<file path="config.mk">
export PLATFORM = sky130hd
export DESIGN_NAME = affine_vertex_transform_2d_top
export DESIGN_NICKNAME = d
export VERILOG_FILES = /design/src/rtl/avt_pkg.sv /design/src/rtl/affine_vertex_transform_2d_top.sv
export VERILOG_INCLUDE_DIRS = /design/src /design/src/rtl
export SDC_FILE = /design/constraint.sdc
export NUM_CORES = 2
export LEC_CHECK = 0
export BUFFER_PORTS_ARGS = -buffer_cell sky130_fd_sc_hd__buf_4
export CORE_MARGIN = 3
export CORE_UTILIZATION = 40
export CTS_CLUSTER_DIAMETER = 50
export DETAILED_ROUTE_END_ITERATION = 8
export SLEW_MARGIN = 10
export SYNTH_ARGS = -nofsm -noshare
export SYNTH_HDL_FRONTEND = slang
export SYNTH_SLANG_ARGS = --single-unit
</file>
<file path="constraint.sdc">
create_clock -name i_clk -period 21 [get_ports i_clk]
set_input_delay 2.1 -clock i_clk [delete_from_list [all_inputs] [get_ports i_clk]]
set_output_delay 2.1 -clock i_clk [all_outputs]
set_load 0.005 [all_outputs]
</file>
<file path="src/rtl/affine_vertex_transform_2d_top_defines.svh">
// assertion macros for the affine vertex transform block
// set NO_ASSERTIONS to compile the checks out
`ifndef AFFINE_VERTEX_TRANSFORM_2D_TOP_DEFINES_SVH
`define AFFINE_VERTEX_TRANSFORM_2D_TOP_DEFINES_SVH

`ifndef NO_ASSERTIONS

// antecedent holds, consequent must hold in the same cycle
`define AVT_ASSERT_NOW(lbl, clk, rst_n, ante, cons) \
    lbl: assert property (@(posedge clk) disable iff (!rst_n) (ante) |-> (cons)) \
        else $error("assertion failed");

// antecedent holds, consequent must hold in the next cycle
`define AVT_ASSERT_NEXT(lbl, clk, rst_n, ante, cons) \
    lbl: assert property (@(posedge clk) disable iff (!rst_n) (ante) |=> (cons)) \
        else $error("assertion failed");

`else

`define AVT_ASSERT_NOW(lbl, clk, rst_n, ante, cons)

`define AVT_ASSERT_NEXT(lbl, clk, rst_n, ante, cons)

`endif

`endif

</file>
<file path="src/rtl/avt_pkg.sv">
`default_nettype none

package avt_pkg;

    // fixed-point format of the factors
    localparam int FRAC_BITS = 12;

    // field widths
    localparam int X_W     = 10;
    localparam int Y_W     = 9;
    localparam int FAC_W   = 24;
    localparam int OUT_W   = 16;
    localparam int CFG_IDX_W = 2;

    // working width of the datapath: largest product plus headroom for the adds
    localparam int ACC_W = FAC_W + X_W + 2;

    // stream widths, padded to whole bytes
    localparam int IN_TDATA_W  = ((X_W + Y_W + 7) / 8) * 8;
    localparam int OUT_TDATA_W = ((2 * OUT_W + 7) / 8) * 8;

    // screen mapping offsets
    localparam int SCREEN_X_OFS = 319;
    localparam int SCREEN_Y_OFS = 239;

    // 1.0 in the factor format
    localparam logic signed [FAC_W-1:0] FIX_ONE = FAC_W'(1 << FRAC_BITS);

    // saturation limits at the working width
    localparam logic signed [ACC_W-1:0] SAT_MAX = ACC_W'((1 << (OUT_W - 1)) - 1);
    localparam logic signed [ACC_W-1:0] SAT_MIN = -ACC_W'(1 << (OUT_W - 1));

    typedef enum logic [2:0] {
        MODE_TRANSLATE = 3'd0,
        MODE_SCALE     = 3'd1,
        MODE_REFLECT   = 3'd2,
        MODE_ROTATE    = 3'd3,
        MODE_SHEAR     = 3'd4
    } t_mode;

    typedef enum logic [1:0] {
        AXIS_X    = 2'd0,   // mirror in the x axis: negate y
        AXIS_Y    = 2'd1,   // mirror in the y axis: negate x
        AXIS_BOTH = 2'd2
    } t_axis;

    typedef enum logic [CFG_IDX_W-1:0] {
        CFG_MODE     = 2'd0,
        CFG_FACTOR_X = 2'd1,
        CFG_FACTOR_Y = 2'd2,
        CFG_AXIS     = 2'd3
    } t_cfg_idx;

    // fixed-point value to integer, truncated toward zero
    function automatic logic signed [ACC_W-1:0] trunc_fix(input logic signed [ACC_W-1:0] v);
        logic signed [ACC_W-1:0] q;
        logic                    rnd;
        q   = v >>> FRAC_BITS;
        rnd = v[ACC_W-1] && (v[FRAC_BITS-1:0] != '0);
        return q + ACC_W'(rnd);
    endfunction

    // clamp to the output range
    function automatic logic signed [OUT_W-1:0] sat_out(input logic signed [ACC_W-1:0] v);
        logic signed [OUT_W-1:0] r;
        if (v > SAT_MAX) begin
            r = SAT_MAX[OUT_W-1:0];
        end else if (v < SAT_MIN) begin
            r = SAT_MIN[OUT_W-1:0];
        end else begin
            r = v[OUT_W-1:0];
        end
        return r;
    endfunction

    function automatic logic is_clipped(input logic signed [ACC_W-1:0] v);
        return (v > SAT_MAX) || (v < SAT_MIN);
    endfunction

endpackage

`default_nettype wire

</file>
<file path="src/rtl/affine_vertex_transform_2d_top.sv">
`default_nettype none

// 2D affine vertex transform. Each input beat carries one vertex (x, y) and
// yields exactly one output beat (x' + 319, 239 - y', each clamped to 16 bits,
// with a flag in tuser when either was clamped). The block takes one vertex per
// clock cycle while the receiver is ready. A result is on the output once it
// moves from the input register into the result register, and it leaves at the
// first edge at which the receiver is ready. Between the two registers sits one
// 24 x 10 or 24 x 9 bit multiplier per product term followed by two truncating adds,
// which is the longest path. Mode, factors and reflect axis are written over
// the configuration channel, which is always ready; write them only while no
// vertex is in flight. Factors are signed Q12.12; in rotate mode factor_x holds
// the cosine and factor_y the sine.
module affine_vertex_transform_2d_top (
    input  wire logic                               i_clk,
    input  wire logic                               i_rst_n,
    // input vertex stream
    input  wire logic                               i_s_tvalid,
    output      logic                               o_s_tready,
    // tdata: vertex_x [9:0], vertex_y [18:10], zero pad above
    input  wire logic [avt_pkg::IN_TDATA_W-1:0]     i_s_tdata,
    // result stream
    output      logic                               o_m_tvalid,
    input  wire logic                               i_m_tready,
    // tdata: screen_x [15:0], screen_y [31:16]
    output      logic [avt_pkg::OUT_TDATA_W-1:0]    o_m_tdata,
    // tuser: saturated [0]
    output      logic                               o_m_tuser,
    // configuration write channel
    input  wire logic                               i_cfg_valid,
    output      logic                               o_cfg_ready,
    input  wire logic [avt_pkg::CFG_IDX_W-1:0]      i_cfg_index,
    input  wire logic [avt_pkg::FAC_W-1:0]          i_cfg_data
);

    import avt_pkg::*;

`include "affine_vertex_transform_2d_top_defines.svh"

    // configuration registers
    t_mode                   r_mode;
    logic signed [FAC_W-1:0] r_fx;
    logic signed [FAC_W-1:0] r_fy;
    t_axis                   r_axis;

    // input register
    logic                    r_s1_valid;
    logic signed [X_W-1:0]   r_x;
    logic signed [Y_W-1:0]   r_y;

    // result register
    logic                    r_out_valid;
    logic signed [OUT_W-1:0] r_sx;
    logic signed [OUT_W-1:0] r_sy;
    logic                    r_sat;

    logic                    w_s_beat;
    logic                    w_advance;

    // datapath
    logic signed [FAC_W-1:0]       w_sx_fac;
    logic signed [FAC_W-1:0]       w_sy_fac;
    logic signed [FAC_W+X_W-1:0]   w_p_xx;
    logic signed [FAC_W+Y_W-1:0]   w_p_yy;
    logic signed [FAC_W+X_W-1:0]   w_p_yx;
    logic signed [FAC_W+Y_W-1:0]   w_p_xy;
    logic signed [ACC_W-1:0]       w_xx;
    logic signed [ACC_W-1:0]       w_yy;
    logic signed [ACC_W-1:0]       w_yx;
    logic signed [ACC_W-1:0]       w_xy;
    logic signed [ACC_W-1:0]       w_x;
    logic signed [ACC_W-1:0]       w_y;
    logic signed [ACC_W-1:0]       w_nx;
    logic signed [ACC_W-1:0]       w_ny;
    logic signed [ACC_W-1:0]       w_ex;
    logic signed [ACC_W-1:0]       w_ey;
    logic signed [OUT_W-1:0]       n_sx;
    logic signed [OUT_W-1:0]       n_sy;
    logic                          n_sat;

    // terms for the checks
    logic                          w_s1_stall;
    logic                          w_at_limit;

    // handshakes: the input register moves on whenever the result register frees up
    assign w_advance  = !r_out_valid || i_m_tready;
    assign o_s_tready = !r_s1_valid || w_advance;
    assign w_s_beat   = i_s_tvalid && o_s_tready;
    assign o_cfg_ready = 1'b1;

    // configuration writes
    always_ff @(posedge i_clk) begin
        if (!i_rst_n) begin
            r_mode <= MODE_TRANSLATE;
            r_fx   <= FIX_ONE;
            r_fy   <= FIX_ONE;
            r_axis <= AXIS_X;
        end else if (i_cfg_valid && o_cfg_ready) begin
            unique case (t_cfg_idx'(i_cfg_index))
                CFG_MODE:     r_mode <= t_mode'(i_cfg_data[2:0]);
                CFG_FACTOR_X: r_fx   <= i_cfg_data;
                CFG_FACTOR_Y: r_fy   <= i_cfg_data;
                CFG_AXIS:     r_axis <= t_axis'(i_cfg_data[1:0]);
                default: ;
            endcase
        end
    end

    // input register control
    always_ff @(posedge i_clk) begin
        if (!i_rst_n) begin
            r_s1_valid <= 1'b0;
        end else if (o_s_tready) begin
            r_s1_valid <= i_s_tvalid;
        end
    end

    // input register payload
    always_ff @(posedge i_clk) begin
        if (w_s_beat) begin
            r_x <= i_s_tdata[X_W-1:0];
            r_y <= i_s_tdata[X_W+Y_W-1:X_W];
        end
    end

    // scale mode treats a zero factor as 1.0
    assign w_sx_fac = (r_mode == MODE_SCALE && r_fx == '0) ? FIX_ONE : r_fx;
    assign w_sy_fac = (r_mode == MODE_SCALE && r_fy == '0) ? FIX_ONE : r_fy;

    // the four product terms
    assign w_p_xx = w_sx_fac * r_x;
    assign w_p_yy = w_sy_fac * r_y;
    assign w_p_yx = r_fy * r_x;
    assign w_p_xy = r_fx * r_y;

    assign w_xx = ACC_W'(w_p_xx);
    assign w_yy = ACC_W'(w_p_yy);
    assign w_yx = ACC_W'(w_p_yx);
    assign w_xy = ACC_W'(w_p_xy);
    assign w_x  = ACC_W'(r_x);
    assign w_y  = ACC_W'(r_y);

    // per-mode transform, adds in row order x, y, 1 with truncation after each
    always_comb begin
        w_nx = w_x;
        w_ny = w_y;
        unique case (r_mode)
            MODE_TRANSLATE: begin
                w_nx = w_x + trunc_fix(ACC_W'(r_fx));
                w_ny = w_y + trunc_fix(ACC_W'(r_fy));
            end
            MODE_SCALE: begin
                w_nx = trunc_fix(w_xx);
                w_ny = trunc_fix(w_yy);
            end
            MODE_REFLECT: begin
                unique case (r_axis)
                    AXIS_X:    w_ny = -w_y;
                    AXIS_Y:    w_nx = -w_x;
                    AXIS_BOTH: begin
                        w_nx = -w_x;
                        w_ny = -w_y;
                    end
                    default: ;
                endcase
            end
            MODE_ROTATE: begin
                w_nx = trunc_fix((trunc_fix(w_xx) <<< FRAC_BITS) - w_yy);
                w_ny = trunc_fix((trunc_fix(w_yx) <<< FRAC_BITS) + w_xy);
            end
            MODE_SHEAR: begin
                w_nx = trunc_fix((w_x <<< FRAC_BITS) + w_xy);
                w_ny = trunc_fix(w_yx) + w_y;
            end
            default: ;
        endcase
    end

    // screen mapping and clamp
    assign w_ex  = w_nx + ACC_W'(SCREEN_X_OFS);
    assign w_ey  = ACC_W'(SCREEN_Y_OFS) - w_ny;
    assign n_sx  = sat_out(w_ex);
    assign n_sy  = sat_out(w_ey);
    assign n_sat = is_clipped(w_ex) || is_clipped(w_ey);

    // result register control
    always_ff @(posedge i_clk) begin
        if (!i_rst_n) begin
            r_out_valid <= 1'b0;
        end else if (w_advance) begin
            r_out_valid <= r_s1_valid;
        end
    end

    // result register payload
    always_ff @(posedge i_clk) begin
        if (w_advance && r_s1_valid) begin
            r_sx  <= n_sx;
            r_sy  <= n_sy;
            r_sat <= n_sat;
        end
    end

    assign o_m_tvalid = r_out_valid;
    assign o_m_tdata  = OUT_TDATA_W'({r_sy, r_sx});
    assign o_m_tuser  = r_sat;

    // check terms
    assign w_s1_stall = r_s1_valid && !w_advance;
    assign w_at_limit = (r_sx == SAT_MAX[OUT_W-1:0]) || (r_sx == SAT_MIN[OUT_W-1:0]) ||
                        (r_sy == SAT_MAX[OUT_W-1:0]) || (r_sy == SAT_MIN[OUT_W-1:0]);

    // checks
    `AVT_ASSERT_NEXT(a_beat_lands, i_clk, i_rst_n, w_s_beat, r_s1_valid)
    `AVT_ASSERT_NEXT(a_stage_moves, i_clk, i_rst_n, r_s1_valid && w_advance, r_out_valid)
    `AVT_ASSERT_NEXT(a_stall_holds, i_clk, i_rst_n, w_s1_stall, r_s1_valid && $stable({r_x, r_y}))
    `AVT_ASSERT_NOW(a_sat_at_limit, i_clk, i_rst_n, r_out_valid && r_sat, w_at_limit)

endmodule

`default_nettype wire
</file>
==> out/results.ini <==
[clock_tree]
htreeDepth = 3
clkSlewWorstSetupHoldPaths_ps = 90
cts_root_buf = clkbuf_16
clkSinkCount = 107
cts_tree = yes
cts_inserted_buffers = 9
cts_setup_buffers = 0
cts-resized-gates = 0
worstSkewPairLatency_ps = 420
cts_hold_buf = 0
clk_path_buf_depth = 2

[floorplan]
core-area_sq_mm = 0.123
die_x_um = 358
start_util_pct = 40.5
die_y_um = 358
die_area_sq_mm = 0.128
fp-row-count = 128
io_pins = 91

[route]
dr.pass1.iters = 6
wl_um = 161000
wl_per_cell_um = 21.1
routed-via-count = 43900
postRouteAntennaNets = 0
drt_iter0_drc = 3390
drc = 0
via_per_inst = 5.75

[worst_setup_path]
worst-path-max-fanout = 17
path_common_cell = ha_1
ff2ff_path_depth = 56
crit_family = simple AND/OR/NAND/NOR gates
rrSetupSlack_ps = 1520
critical_path_arrival_ps = 19590
r2r-start = r_mode[0]
cp-startpoint = r_mode[0]
cp.required_ps = 21110
cp_slowest_cell = nor4_1
crit_path_start_kind = register
crit_buf_inv = 6
r2r-end = o_m_tuser
end_kind = register
crit_type = register to register
slowest_delay_ps = 1040

[pwr]
ir_drop_mv = 0.107
power_density_mw_per_mm2 = 106
cellLeakagePower_nw = 24.0
totalPowerFinal_mw = 5.54

[place]
gp_congestion = 0.975
dpl_cell_area_sq_mm = 0.0520
post-place-ws_ps = 1830
io_buffers = 84
hpwlAfterDp_um = 129000
dpl.cell_count = 7621

[timing]
rsz0062_at_grt = false
relSlewSlack_pct = 16.0
hold_viol_final = 0
fin_crit_sh_pct = 92.8
skew_ps = 21.4
whs_ps = 519
fin_crit_ps = 19480
fmax_mhz = 51.3
fin_tns_setup_ps = 0
tightest_slew_ps = 1250
slew_violations = 0
final.setup.worst_slack_ps = 1520
setup_viol = 0

[finish]
stdcell_area_sq_mm = 0.0523
seq_area_sq_mm = 0.00266
layoutNonFillerInstCount = 7638
nets = 7262
final_util_pct = 42.7
drive_gt1_share_pct = 5.24
multi_input_area_sq_mm = 0.0427
syn_to_final_growth_pct = 5.29
fillers = 12400

[yosys]
ys_ff_latch = 107
syn_nets = 7373
ys_warn_count = 0
synth_edf_count = 52
synthArstFlopShare_pct = 0
yosys_most_used_dff = dfxtp_1
synth_top_cell_area_share_pct = 30.8
syn_inst = 6118
netlist_area_sq_mm = 0.0497
yosysSeqAreaShare_pct = 5.36
synthTopCellsByArea = fa_1, ha_1, inv_1
synth.distinct_cells = 110
yosys.area.top_type = fa_1
syn_area_per_cell_sq_um = 8.12

[global_routing]
grt_pass1_wl_um = 253000
grt_antenna_before_repair = 7
grt-ovfl-total = 0
grt_pass1_vias = 44900
grtUsageTotal_pct = 25.2
grt_max_degree = 56

[run_status]
status = finished clean

[min_path]
min_to = o_m_tvalid
min_from = r_s1_valid
hold_path_depth = 1
hp-class = register to register

[job]
maxCapViolations = 0

[worst max path at each step]
stage,cells after the start,end,slack (ps)
floorplan,63,r_sx[0],4910
global placement,59,r_sx[2],2030
detailed placement,59,r_sx[2],1830
CTS,59,r_sx[0],1790
global route,57,r_sx[13],480
finish,56,o_m_tuser,1520
[cells by family (layout without fill, tap and decap cells)]
family	count (synthesis)	in the layout	synth area share (%)
AND/OR/NAND/NOR	2199	2199	22.6
adder cells (fa/ha/maj)	1200	1200	41.8
XOR/XNOR	306	306	5.40
flip-flops	107	107	5.36
buffers and inverters	1142	1036	8.71
other	1	2	0.00755
multiplexers	35	35	0.736
AO/OA/AOI/OAI	1128	1128	15.5
[metal layers]
layer / up-vias / track usage (%) / part of all wire (%)
li1: 20100 / - / -
met1: 22100 / 32.9 / 42
met2: 1488 / 42.3 / 47
met3: 251 / 3.85 / 7.4
met4: 2 / 9.33 / 4.0
met5: - / 0 / 0.0043
[sequential cells by signal (all words and copies together), names as in the netlist]
name	count
r_y	9
o_m_tvalid	1
r_x	10
r_sy	16
r_sx	16
r_s1_valid	1
r_axis	2
r_mode	3
r_fx	24
o_m_tuser	1
r_fy	24
[cell type report]
class	count	share of cell area, %
antenna	1	0.00479
clock buffer	9	0.431
clock inverter	7	0.179
inverter	820	5.89
multi-input combinational	4869	81.6
sequential	107	5.09
tap	1625	3.89
timing repair buffer	200	2.87
[synthesized netlist by cell type, drive strengths merged (25+ instances only)]
master  number
o21a        55
a21oi      263
and3        44
and2       386
nor2b       47
o211ai      50
or3         45
o21bai      39
edfxtp      52
fa         763
mux2i       26
dfxtp       55
nand2      765
o31ai       25
xor2        93
ha         437
nand3       99
nor4        61
a21o        88
or4         25
nor2       285
o21ai      204
a31oi       39
xnor2      213
nand4       43
a21boi      64
clkbuf     300
a211oi      67
inv        819
nor3       129
nor3b       27
or2         36
nand2b     116
[report_power, final]
| group | leakage [nW] | internal (mW) | switching (mW) |
|---|---|---|---|
| clock network | 0.155 | 0.0884 | 0.112 |
| logic | 22.9 | 1.84 | 3.25 |
| registers | 0.938 | 0.237 | 0.0120 |
| total | 24.0 | 2.16 | 3.38 |
[cell usage in the layout, fill, tap and decap left out, drive strengths merged, types with 52 or more instances in the layout]
master / synthesis / final
inv: 819 / 825
nand2: 765 / 765
fa: 763 / 763
ha: 437 / 437
and2: 386 / 386
nor2: 285 / 285
a21oi: 263 / 263
xnor2: 213 / 213
o21ai: 204 / 204
buf: 22 / 200
nor3: 129 / 129
nand2b: 116 / 116
nand3: 99 / 99
xor2: 93 / 93
a21o: 88 / 88
a211oi: 67 / 67
a21boi: 64 / 64
nor4: 61 / 61
o21a: 55 / 55
dfxtp: 55 / 55
edfxtp: 52 / 52
Power figures use the tool's default switching activity.
